<file path="src/rtl/tsm_pkg.sv">
// tsm_pkg: shared constants, widths and command/status types of the top-k merge
// used by tsm_ctrl, tsm_dp and topk_score_merge; no dependencies
`timescale 1ns / 1ps

package tsm_pkg;

  // table sizing
  localparam int MAX_KEEP = 64;
  localparam int DEPTH    = (MAX_KEEP < 64) ? MAX_KEEP : 64;
  localparam int ADDR_W   = (DEPTH > 1) ? $clog2(DEPTH) : 1;
  localparam int CNT_W    = $clog2(DEPTH + 1);

  // field widths
  localparam int ID_W     = 32;
  localparam int SCORE_W  = 32;
  localparam int ENTRY_W  = ID_W + SCORE_W;
  localparam int RANK_W   = 6;
  localparam int KEEP_W   = 7;
  localparam int CFG_IDX_W = 1;
  localparam int CFG_W    = KEEP_W;

  // register indexes
  localparam logic [CFG_IDX_W-1:0] REG_METRIC_MODE = 1'd0;
  localparam logic [CFG_IDX_W-1:0] REG_KEEP_COUNT  = 1'd1;

  // reset values of the registers
  localparam logic              METRIC_RESET = 1'b1;
  localparam logic [KEEP_W-1:0] KEEP_RESET   = 7'd10;

  // request types
  localparam logic REQ_ADD    = 1'b0;
  localparam logic REQ_FINISH = 1'b1;

  // commands from controller to datapath
  typedef struct packed {
    logic load;         // latch request, snapshot count, set index
    logic wr_shift;     // move the read entry one slot down
    logic wr_new_next;  // write new hit below the read entry
    logic wr_new_zero;  // write new hit at the head
    logic idx_dec;
    logic idx_inc;
    logic fill_ins;     // count the inserted hit
    logic emit;         // present the read entry as a result
    logic emit_empty;   // present the empty result
  } cmd_t;

  // status from datapath to controller
  typedef struct packed {
    logic n_zero;       // no hits held (live, from fill count)
    logic better;       // new hit beats the read entry
    logic idx_zero;
    logic drain_last;   // index is the final kept entry
  } status_t;

endpackage

</file>
<file path="src/rtl/tsm_ram.sv">
// tsm_ram: generic simple dual-port ram, one write and one registered read per cycle
// no dependencies
`timescale 1ns / 1ps

module tsm_ram #(
  parameter int WIDTH = 64,
  parameter int DEPTH = 64
) (
  input  logic                                       clk,
  input  logic                                       we,
  input  logic [((DEPTH > 1) ? $clog2(DEPTH) : 1)-1:0] waddr,
  input  logic [WIDTH-1:0]                           wdata,
  input  logic [((DEPTH > 1) ? $clog2(DEPTH) : 1)-1:0] raddr,
  output logic [WIDTH-1:0]                           rdata_r
);

  logic [WIDTH-1:0] mem [DEPTH];

  // write port and registered read port
  always_ff @(posedge clk) begin
    if (we) begin
      mem[waddr] <= wdata;
    end
    rdata_r <= mem[raddr];
  end

endmodule

</file>
<file path="src/rtl/tsm_ctrl.sv">
// tsm_ctrl: sequencer for insertion scan and drain of the ranked table
// depends on tsm_pkg
`timescale 1ns / 1ps

module tsm_ctrl (
  input  logic              clk,
  input  logic              rst_n,
  input  logic              start,
  input  logic              in_req_type,
  input  tsm_pkg::status_t  sts,
  output tsm_pkg::cmd_t     cmd,
  output logic              busy
);

  typedef enum logic [2:0] {
    ST_IDLE,
    ST_SCAN_RD,
    ST_SCAN_CMP,
    ST_WR_HEAD,
    ST_DR_RD,
    ST_DR_EMIT
  } state_t;

  state_t state_r;
  state_t state_nxt;

  assign busy = (state_r != ST_IDLE);

  // next state and datapath commands
  always_comb begin
    state_nxt = state_r;
    cmd       = '0;
    case (state_r)
      ST_IDLE: begin
        if (start) begin
          cmd.load = 1'b1;
          if (in_req_type == tsm_pkg::REQ_ADD) begin
            state_nxt = sts.n_zero ? ST_WR_HEAD : ST_SCAN_RD;
          end else if (sts.n_zero) begin
            cmd.emit_empty = 1'b1;
          end else begin
            state_nxt = ST_DR_RD;
          end
        end
      end
      ST_SCAN_RD: begin
        state_nxt = ST_SCAN_CMP;
      end
      ST_SCAN_CMP: begin
        if (sts.better) begin
          cmd.wr_shift = 1'b1;
          if (sts.idx_zero) begin
            state_nxt = ST_WR_HEAD;
          end else begin
            cmd.idx_dec = 1'b1;
            state_nxt   = ST_SCAN_RD;
          end
        end else begin
          cmd.wr_new_next = 1'b1;
          cmd.fill_ins    = 1'b1;
          state_nxt       = ST_IDLE;
        end
      end
      ST_WR_HEAD: begin
        cmd.wr_new_zero = 1'b1;
        cmd.fill_ins    = 1'b1;
        state_nxt       = ST_IDLE;
      end
      ST_DR_RD: begin
        state_nxt = ST_DR_EMIT;
      end
      ST_DR_EMIT: begin
        cmd.emit    = 1'b1;
        cmd.idx_inc = 1'b1;
        state_nxt   = sts.drain_last ? ST_IDLE : ST_DR_RD;
      end
      default: begin
        state_nxt = ST_IDLE;
      end
    endcase
  end

  // state register
  always_ff @(posedge clk) begin
    if (!rst_n) begin
      state_r <= ST_IDLE;
    end else begin
      state_r <= state_nxt;
    end
  end

endmodule

</file>
<file path="src/rtl/tsm_dp.sv">
// tsm_dp: datapath with config registers, ranked table ram, index and fill count,
// score compare and result registers; depends on tsm_pkg and tsm_ram
`timescale 1ns / 1ps

module tsm_dp (
  input  logic                                  clk,
  input  logic                                  rst_n,
  input  tsm_pkg::cmd_t                         cmd,
  output tsm_pkg::status_t                      sts,
  input  logic                                  cfg_we,
  input  logic [tsm_pkg::CFG_IDX_W-1:0]         cfg_index,
  input  logic [tsm_pkg::CFG_W-1:0]             cfg_wdata,
  input  logic                                  in_req_type,
  input  logic [tsm_pkg::ID_W-1:0]              in_block_offset,
  input  logic [tsm_pkg::ID_W-1:0]              in_local_id,
  input  logic signed [tsm_pkg::SCORE_W-1:0]    in_hit_score,
  output logic                                  out_valid,
  output logic [tsm_pkg::ID_W-1:0]              out_doc_id,
  output logic signed [tsm_pkg::SCORE_W-1:0]    out_score,
  output logic [tsm_pkg::RANK_W-1:0]            out_rank,
  output logic                                  out_is_empty,
  output logic                                  out_last
);

  logic                               metric_mode_r;
  logic [tsm_pkg::KEEP_W-1:0]         keep_count_r;
  logic [tsm_pkg::CNT_W-1:0]          fill_r;
  logic [tsm_pkg::CNT_W-1:0]          n_r;
  logic [tsm_pkg::ADDR_W-1:0]         idx_r;
  logic [tsm_pkg::ID_W-1:0]           hit_id_r;
  logic signed [tsm_pkg::SCORE_W-1:0] hit_score_r;

  logic                               out_valid_r;
  logic [tsm_pkg::ID_W-1:0]           out_doc_id_r;
  logic signed [tsm_pkg::SCORE_W-1:0] out_score_r;
  logic [tsm_pkg::RANK_W-1:0]         out_rank_r;
  logic                               out_is_empty_r;
  logic                               out_last_r;

  logic [tsm_pkg::CNT_W-1:0]          k_lim;
  logic [tsm_pkg::CNT_W-1:0]          n_now;
  logic [tsm_pkg::CNT_W-1:0]          n_now_m1;
  logic [tsm_pkg::CNT_W-1:0]          nxt_pos;
  logic                               shift_ok;

  logic                               ram_we;
  logic [tsm_pkg::ADDR_W-1:0]         ram_waddr;
  logic [tsm_pkg::ENTRY_W-1:0]        ram_wdata;
  logic [tsm_pkg::ENTRY_W-1:0]        ram_rdata;
  logic [tsm_pkg::ID_W-1:0]           rd_id;
  logic signed [tsm_pkg::SCORE_W-1:0] rd_score;

  // effective keep limit: zero reads as one, clipped to table depth
  always_comb begin
    if (keep_count_r == '0) begin
      k_lim = tsm_pkg::CNT_W'(1);
    end else if (keep_count_r > tsm_pkg::KEEP_W'(tsm_pkg::DEPTH)) begin
      k_lim = tsm_pkg::CNT_W'(tsm_pkg::DEPTH);
    end else begin
      k_lim = tsm_pkg::CNT_W'(keep_count_r);
    end
  end

  // held hits, trimmed to the current limit
  assign n_now    = (fill_r > k_lim) ? k_lim : fill_r;
  assign n_now_m1 = n_now - tsm_pkg::CNT_W'(1);

  // table entry read at idx_r
  assign rd_id    = ram_rdata[tsm_pkg::ENTRY_W-1:tsm_pkg::SCORE_W];
  assign rd_score = ram_rdata[tsm_pkg::SCORE_W-1:0];

  // slot below the read entry, dropped when past the limit
  assign nxt_pos  = tsm_pkg::CNT_W'(idx_r) + tsm_pkg::CNT_W'(1);
  assign shift_ok = (nxt_pos < k_lim);

  // status toward the controller
  always_comb begin
    sts.n_zero     = (n_now == '0);
    sts.better     = metric_mode_r ? (hit_score_r < rd_score) : (hit_score_r > rd_score);
    sts.idx_zero   = (idx_r == '0);
    sts.drain_last = (nxt_pos == n_r);
  end

  // table write port
  always_comb begin
    ram_we    = 1'b0;
    ram_waddr = nxt_pos[tsm_pkg::ADDR_W-1:0];
    ram_wdata = {hit_id_r, hit_score_r};
    if (cmd.wr_shift) begin
      ram_we    = shift_ok;
      ram_wdata = ram_rdata;
    end else if (cmd.wr_new_next) begin
      ram_we    = shift_ok;
    end else if (cmd.wr_new_zero) begin
      ram_we    = 1'b1;
      ram_waddr = '0;
    end
  end

  tsm_ram #(
    .WIDTH (tsm_pkg::ENTRY_W),
    .DEPTH (tsm_pkg::DEPTH)
  ) u_table (
    .clk     (clk),
    .we      (ram_we),
    .waddr   (ram_waddr),
    .wdata   (ram_wdata),
    .raddr   (idx_r),
    .rdata_r (ram_rdata)
  );

  // configuration registers
  always_ff @(posedge clk) begin
    if (!rst_n) begin
      metric_mode_r <= tsm_pkg::METRIC_RESET;
      keep_count_r  <= tsm_pkg::KEEP_RESET;
    end else if (cfg_we) begin
      if (cfg_index == tsm_pkg::REG_METRIC_MODE) begin
        metric_mode_r <= cfg_wdata[0];
      end
      if (cfg_index == tsm_pkg::REG_KEEP_COUNT) begin
        keep_count_r <= cfg_wdata[tsm_pkg::KEEP_W-1:0];
      end
    end
  end

  // fill count
  always_ff @(posedge clk) begin
    if (!rst_n) begin
      fill_r <= '0;
    end else if (cmd.load) begin
      fill_r <= (in_req_type == tsm_pkg::REQ_FINISH) ? '0 : n_now;
    end else if (cmd.fill_ins) begin
      fill_r <= (n_r < k_lim) ? (n_r + tsm_pkg::CNT_W'(1)) : n_r;
    end
  end

  // request latch, snapshot count and walk index
  always_ff @(posedge clk) begin
    if (cmd.load) begin
      hit_id_r    <= in_block_offset + in_local_id;
      hit_score_r <= in_hit_score;
      n_r         <= n_now;
      idx_r       <= (in_req_type == tsm_pkg::REQ_FINISH) ? '0
                     : n_now_m1[tsm_pkg::ADDR_W-1:0];
    end else if (cmd.idx_dec) begin
      idx_r <= idx_r - tsm_pkg::ADDR_W'(1);
    end else if (cmd.idx_inc) begin
      idx_r <= idx_r + tsm_pkg::ADDR_W'(1);
    end
  end

  // result strobe
  always_ff @(posedge clk) begin
    if (!rst_n) begin
      out_valid_r <= 1'b0;
    end else begin
      out_valid_r <= cmd.emit | cmd.emit_empty;
    end
  end

  // result payload
  always_ff @(posedge clk) begin
    if (cmd.emit) begin
      out_doc_id_r   <= rd_id;
      out_score_r    <= rd_score;
      out_rank_r     <= tsm_pkg::RANK_W'(idx_r);
      out_is_empty_r <= 1'b0;
      out_last_r     <= sts.drain_last;
    end else if (cmd.emit_empty) begin
      out_doc_id_r   <= '0;
      out_score_r    <= '0;
      out_rank_r     <= '0;
      out_is_empty_r <= 1'b1;
      out_last_r     <= 1'b1;
    end
  end

  assign out_valid    = out_valid_r;
  assign out_doc_id   = out_doc_id_r;
  assign out_score    = out_score_r;
  assign out_rank     = out_rank_r;
  assign out_is_empty = out_is_empty_r;
  assign out_last     = out_last_r;

endmodule

</file>
<file path="src/rtl/topk_score_merge.sv">
// topk_score_merge: top level, streaming top-k merge of search hits
// depends on tsm_pkg, tsm_ctrl, tsm_dp (which holds tsm_ram)
// add request: busy while the hit is compared with kept entries from the last one upward,
//   each a ram read then a compare, until it stops or passes all (an empty table: head write only)
// finish request: busy while the kept entries are drained in rank order, each result
//   after a ram read then the result register; an empty drain shows its result next cycle
// reset (synchronous, rst_n low): table empty, metric_mode 1, keep_count 10, no result;
//   results go out without stall, the receiver cannot hold them off
`timescale 1ns / 1ps

module topk_score_merge (
  input  logic                                  clk,
  input  logic                                  rst_n,
  input  logic                                  start,
  output logic                                  busy,
  input  logic                                  in_req_type,
  input  logic [tsm_pkg::ID_W-1:0]              in_block_offset,
  input  logic [tsm_pkg::ID_W-1:0]              in_local_id,
  input  logic signed [tsm_pkg::SCORE_W-1:0]    in_hit_score,
  output logic                                  out_valid,
  output logic [tsm_pkg::ID_W-1:0]              out_doc_id,
  output logic signed [tsm_pkg::SCORE_W-1:0]    out_score,
  output logic [tsm_pkg::RANK_W-1:0]            out_rank,
  output logic                                  out_is_empty,
  output logic                                  out_last,
  input  logic                                  cfg_we,
  input  logic [tsm_pkg::CFG_IDX_W-1:0]         cfg_index,
  input  logic [tsm_pkg::CFG_W-1:0]             cfg_wdata
);

  tsm_pkg::cmd_t    cmd;
  tsm_pkg::status_t sts;
  logic             ctrl_busy;

  // request accepted only while idle
  tsm_ctrl u_ctrl (
    .clk         (clk),
    .rst_n       (rst_n),
    .start       (start & ~ctrl_busy),
    .in_req_type (in_req_type),
    .sts         (sts),
    .cmd         (cmd),
    .busy        (ctrl_busy)
  );

  tsm_dp u_dp (
    .clk             (clk),
    .rst_n           (rst_n),
    .cmd             (cmd),
    .sts             (sts),
    .cfg_we          (cfg_we),
    .cfg_index       (cfg_index),
    .cfg_wdata       (cfg_wdata),
    .in_req_type     (in_req_type),
    .in_block_offset (in_block_offset),
    .in_local_id     (in_local_id),
    .in_hit_score    (in_hit_score),
    .out_valid       (out_valid),
    .out_doc_id      (out_doc_id),
    .out_score       (out_score),
    .out_rank        (out_rank),
    .out_is_empty    (out_is_empty),
    .out_last        (out_last)
  );

  assign busy = ctrl_busy;

endmodule

</file>
<file path="config.mk">
export PLATFORM = sky130hd
export DESIGN_NAME = topk_score_merge
export DESIGN_NICKNAME = d
export VERILOG_FILES = /design/src/rtl/tsm_pkg.sv /design/src/rtl/tsm_ram.sv /design/src/rtl/tsm_ctrl.sv /design/src/rtl/tsm_dp.sv /design/src/rtl/topk_score_merge.sv
export SDC_FILE = /design/constraint.sdc
export NUM_CORES = 2
export LEC_CHECK = 0
export BUFFER_PORTS_ARGS = -buffer_cell sky130_fd_sc_hd__buf_2
export CORE_ASPECT_RATIO = 0.7
export CORE_UTILIZATION = 55
export CTS_BUF_LIST = sky130_fd_sc_hd__clkbuf_4 sky130_fd_sc_hd__clkbuf_8 sky130_fd_sc_hd__clkbuf_16
export DETAILED_ROUTE_END_ITERATION = 7
export GPL_ROUTABILITY_DRIVEN = 0
export PLACE_DENSITY = 0.75
export SYNTH_ARGS = -nofsm -noshare
export SYNTH_HDL_FRONTEND = slang
export SYNTH_SLANG_ARGS = --single-unit
</file>
<file path="constraint.sdc">
create_clock -name clk -period 17.4 [get_ports clk]
set_input_delay 0 -clock clk [delete_from_list [all_inputs] [get_ports clk]]
set_output_delay 0 -clock clk [all_outputs]
set_load 0.02 [all_outputs]
</file>
==> Flow_metrics.wiki <==
{| class="wikitable"
! Metric !! Value
|-
| Status || completed
|-
| Clock transition at the registers of the reported paths || 70 ps
|-
| Worst endpoint required time || 17940 ps
|-
| Slowest library cell on the worst path || sky130_fd_sc_hd__nor2_4
|-
| Post-synthesis sequential element count || 4328
|-
| Area of the placeable core || 0.3000 mm^2
|-
| Unrepaired setup endpoints after global routing || no
|-
| Fmax || 0.1499 GHz
|-
| Maximum VDD drop || 150.5 uV
|-
| Setup clock skew after layout || 69.75 ps
|-
| Vias in the first global route || 83020
|-
| Hold path startpoint || rst_n
|-
| Headroom to the max-slew limit || 0.7974%
|-
| Worst-path cell chain || buf_12 -> ha_1 -> xnor2_1 -> inv_1 -> ha_1 -> a21boi_0 -> o21ai_0 -> a21oi_1 -> nor2_1 -> nand3_1 -> nor2_4 -> buf_4
|-
| Placed standard-cell area || 0.1733 mm^2
|-
| Power density over the cells || 171.3 mW/mm^2
|-
| Min Tclk post-route || 6671 ps
|-
| Overflow left after global routing || 0
|-
| Setup slack of the most critical reg-to-reg path || 10730 ps
|-
| Number of levels in the clock H-tree || 5
|-
| Final worst-path cycle share || 38.34%
|-
| Highest fanout seen on the critical path || 147
|-
| Max-cap check violation count || 0
|-
| Sequential area share after synthesis || 77.66%
|-
| Later-pin clock latency in the skew report || 960 ps
|-
| Worst hold stages || 3
|-
| Clock Path Buffers || 4
|-
| Reg-to-reg endpoint || u_dp.u_table.mem[61][35]
|-
| Average footprint of a synthesized cell || 24.31 um^2
|-
| Post-CTS setup buffers || 0
|-
| Number of distinct library cells after synthesis || 65
|-
| Die area || 0.3045 mm^2
|-
| Worst slack at placement || 10920 ps
|-
| Cell seen most often among critical-path stages || sky130_fd_sc_hd__ha_1
|-
| Worst min path class || primary input to flop
|-
| Predominant post-synthesis flop cell || sky130_fd_sc_hd__edfxtp_1
|-
| Global-route wire length before repair || 652.6 mm
|-
| Count of buffers from port buffering || 182
|-
| Post-route standard cell area excluding fillers || 0.1884 mm^2
|-
| WS Path Type || flop to flop
|-
| DPL Wire Length || 239.7 mm
|-
| Initial Util || 55.43%
|-
| Setup Viol. Count Final || 0
|-
| Number of enable-type register cells in the synthesized netlist || 4244
|-
| Terminating pin of the worst hold path || u_dp.fill_r[5]
|-
| Number of core rows || 168
|-
| TritonCTS buffer count || 387
|-
| Vias per inst || 7.103
|-
| Yosys Warn Count || 0
|-
| Origin of the critical flop-to-flop path || u_dp.idx_r[1]
|-
| Crit path setup slack, layout || 10730 ps
|-
| Post-synthesis instance area || 0.1663 mm^2
|-
| Area overhead of the layout relative to synthesis || 13.34%
|-
| Detailed-route via count || 83870
|-
| Commonest non-fill, non-tap cell in the layout || sky130_fd_sc_hd__edfxtp_1
|-
| Die span in x || 659.2 um
|-
| Synth Net Count || 7041
|-
| Fin Hold WS || 75.47 ps
|-
| Num Clock Sinks || 4328
|-
| Final hold vios || 0
|-
| Starting DRC count in detailed routing || 14480
|-
| Maximum number of pins on one net before global-route repair || 148
|-
| Signal arrival time at the worst endpoint || 7210 ps
|-
| Final count of pins violating max slew || 0
|-
| Type of element launching the critical path || flop
|-
| GRT Util Overall || 31.04%
|-
| Cell leakage power || 59.22 nW
|-
| Most used cells in the layout excluding fill and tap cells || 4244 x sky130_fd_sc_hd__edfxtp_1, 1344 x sky130_fd_sc_hd__mux4_2, 391 x sky130_fd_sc_hd__clkbuf_16
|-
| DR WL/cell || 39.97 um
|-
| Total power || 0.03229 W
|-
| Chip Height || 462.0 um
|-
| Worst Max-Slew Pin Slew || 1488 ps
|-
| Remaining antenna violation count after routing || 0
|-
| Nets || 7689
|-
| Number of primary I/O pins || 183
|-
| Antenna violations before repair || 42
|-
| Wire length after detailed routing || 472.0 mm
|-
| Pre-antenna DRT Iters || 5
|-
| Crit-path max cell delay || 1210 ps
|-
| Critical path capture point type || flop
|-
| Share of flip-flops with an asynchronous set or reset after synthesis || 0%
|-
| FF-to-FF path depth || 12
|-
| Total Neg Setup Slack || 0 ps
|-
| Fraction of layout instances using a drive strength above 1 || 32.39%
|-
| Clock tree root buffer cell || sky130_fd_sc_hd__clkbuf_16
|-
| Cell count after synthesis || 6839
|-
| Clock tree from TritonCTS || done
|-
| Number of remaining DRC errors || 0
|}
## sequential cells by signal (all words and copies together) (netlist names)
register,cells
u_ctrl.state_r,3
u_dp.fill_r,7
u_dp.hit_id_r,32
u_dp.hit_score_r,32
u_dp.idx_r,6
u_dp.keep_count_r,7
u_dp.metric_mode_r,1
u_dp.n_r,7
u_dp.out_doc_id,32
u_dp.out_is_empty,1
u_dp.out_last,1
u_dp.out_rank,6
u_dp.out_score,32
u_dp.out_valid,1
u_dp.u_table.mem,4096
u_dp.u_table.rdata_r,64
## layer usage
metal	track usage, %	share of wire, %	vias to the layer above
li1	-	-	30810
met1	43.99	36	44180
met2	46.86	46	7685
met3	8.425	14	1156
met4	11.89	4.4	42
met5	0	0.071	-
## cell families after synthesis
kind of cell / share of synthesized area, %
buffers and inverters: 1.029
AO/OA/AOI/OAI: 0.8218
AND/OR/NAND/NOR: 1.032
multiplexers: 18.47
adder cells (fa/ha/maj): 0.7089
XOR/XNOR: 0.2792
flip-flops: 77.66
## area by class of cell
type	count	area, um^2
flip-flops and latches	4328	129100
inverters	73	276.5
repair buffers	591	4602
diodes	4	10.01
multi-input cells	2106	36300
well taps	3995	4999
fillers	18640	111500
clock inverters	226	2520
clock buffers	485	10620
## what timing repair did
action,4_1_cts,5_1_grt
endpoints found under the hold margin,122,0
hold buffers,198,0
gates resized for setup,0,0
## cells in the mapped netlist (all sizes together), types with 8 or more instances
| master | count | area (um^2) |
|---|---|---|
| edfxtp | 4244 | 127400 |
| mux4 | 1344 | 30270 |
| buf | 166 | 813.3 |
| clkbuf | 166 | 623.1 |
| nor2 | 111 | 416.7 |
| ha | 91 | 1139 |
| dfxtp | 84 | 1682 |
| nand2 | 75 | 281.5 |
| inv | 73 | 274.0 |
| o21ai | 66 | 330.3 |
| a21oi | 58 | 294.0 |
| nor3 | 48 | 240.2 |
| and2 | 43 | 269.0 |
| xnor2 | 36 | 315.3 |
| mux2 | 34 | 382.9 |
| nand3 | 32 | 160.2 |
| a21o | 17 | 127.6 |
| xor2 | 17 | 148.9 |
| nand4 | 16 | 100.1 |
| o21a | 10 | 75.07 |
| o22ai | 8 | 56.30 |
## how the worst max path moves through the flow
stage / depth (start not counted) / slack (ps) / to / from
finish: 12 / 10730 / u_dp.u_table.mem[61][35] / u_dp.idx_r[1]
global route: 8 / 10550 / u_dp.u_table.rdata_r[15] / u_dp.idx_r[0]
CTS: 8 / 10900 / u_dp.u_table.rdata_r[15] / u_dp.idx_r[0]
detailed placement: 8 / 10920 / u_dp.u_table.rdata_r[15] / u_dp.idx_r[0]
global placement: 12 / 10820 / u_dp.u_table.mem[61][15] / u_dp.idx_r[1]
floorplan: 14 / 11020 / u_dp.u_table.mem[0][0] / u_dp.idx_r[0]
## where the power goes
part / switching (W) / internal [W]
clock: 0.00388 / 0.00508
sequential: 0.000227 / 0.0132
combinational: 0.00603 / 0.00389
## critical path: cells and delay by family (launching register included)
kind / cells / cell delay (ps)
flops: 1 / 380
fa+ha+maj: 2 / 720
simple gates: 3 / 2260
compound gates: 3 / 580
xor+xnor: 1 / 310
buf+inv: 3 / 1750
## through the flow
step	instances	util (%)
2_1_floorplan	6839	-
3_3_place_gp	10900	57.78
3_5_place_dp	10900	57.78
4_1_cts	11800	62.82
5_1_grt	11800	62.82
6_report	11810	62.82
Note: power is estimated with default switching activity, not from simulation.
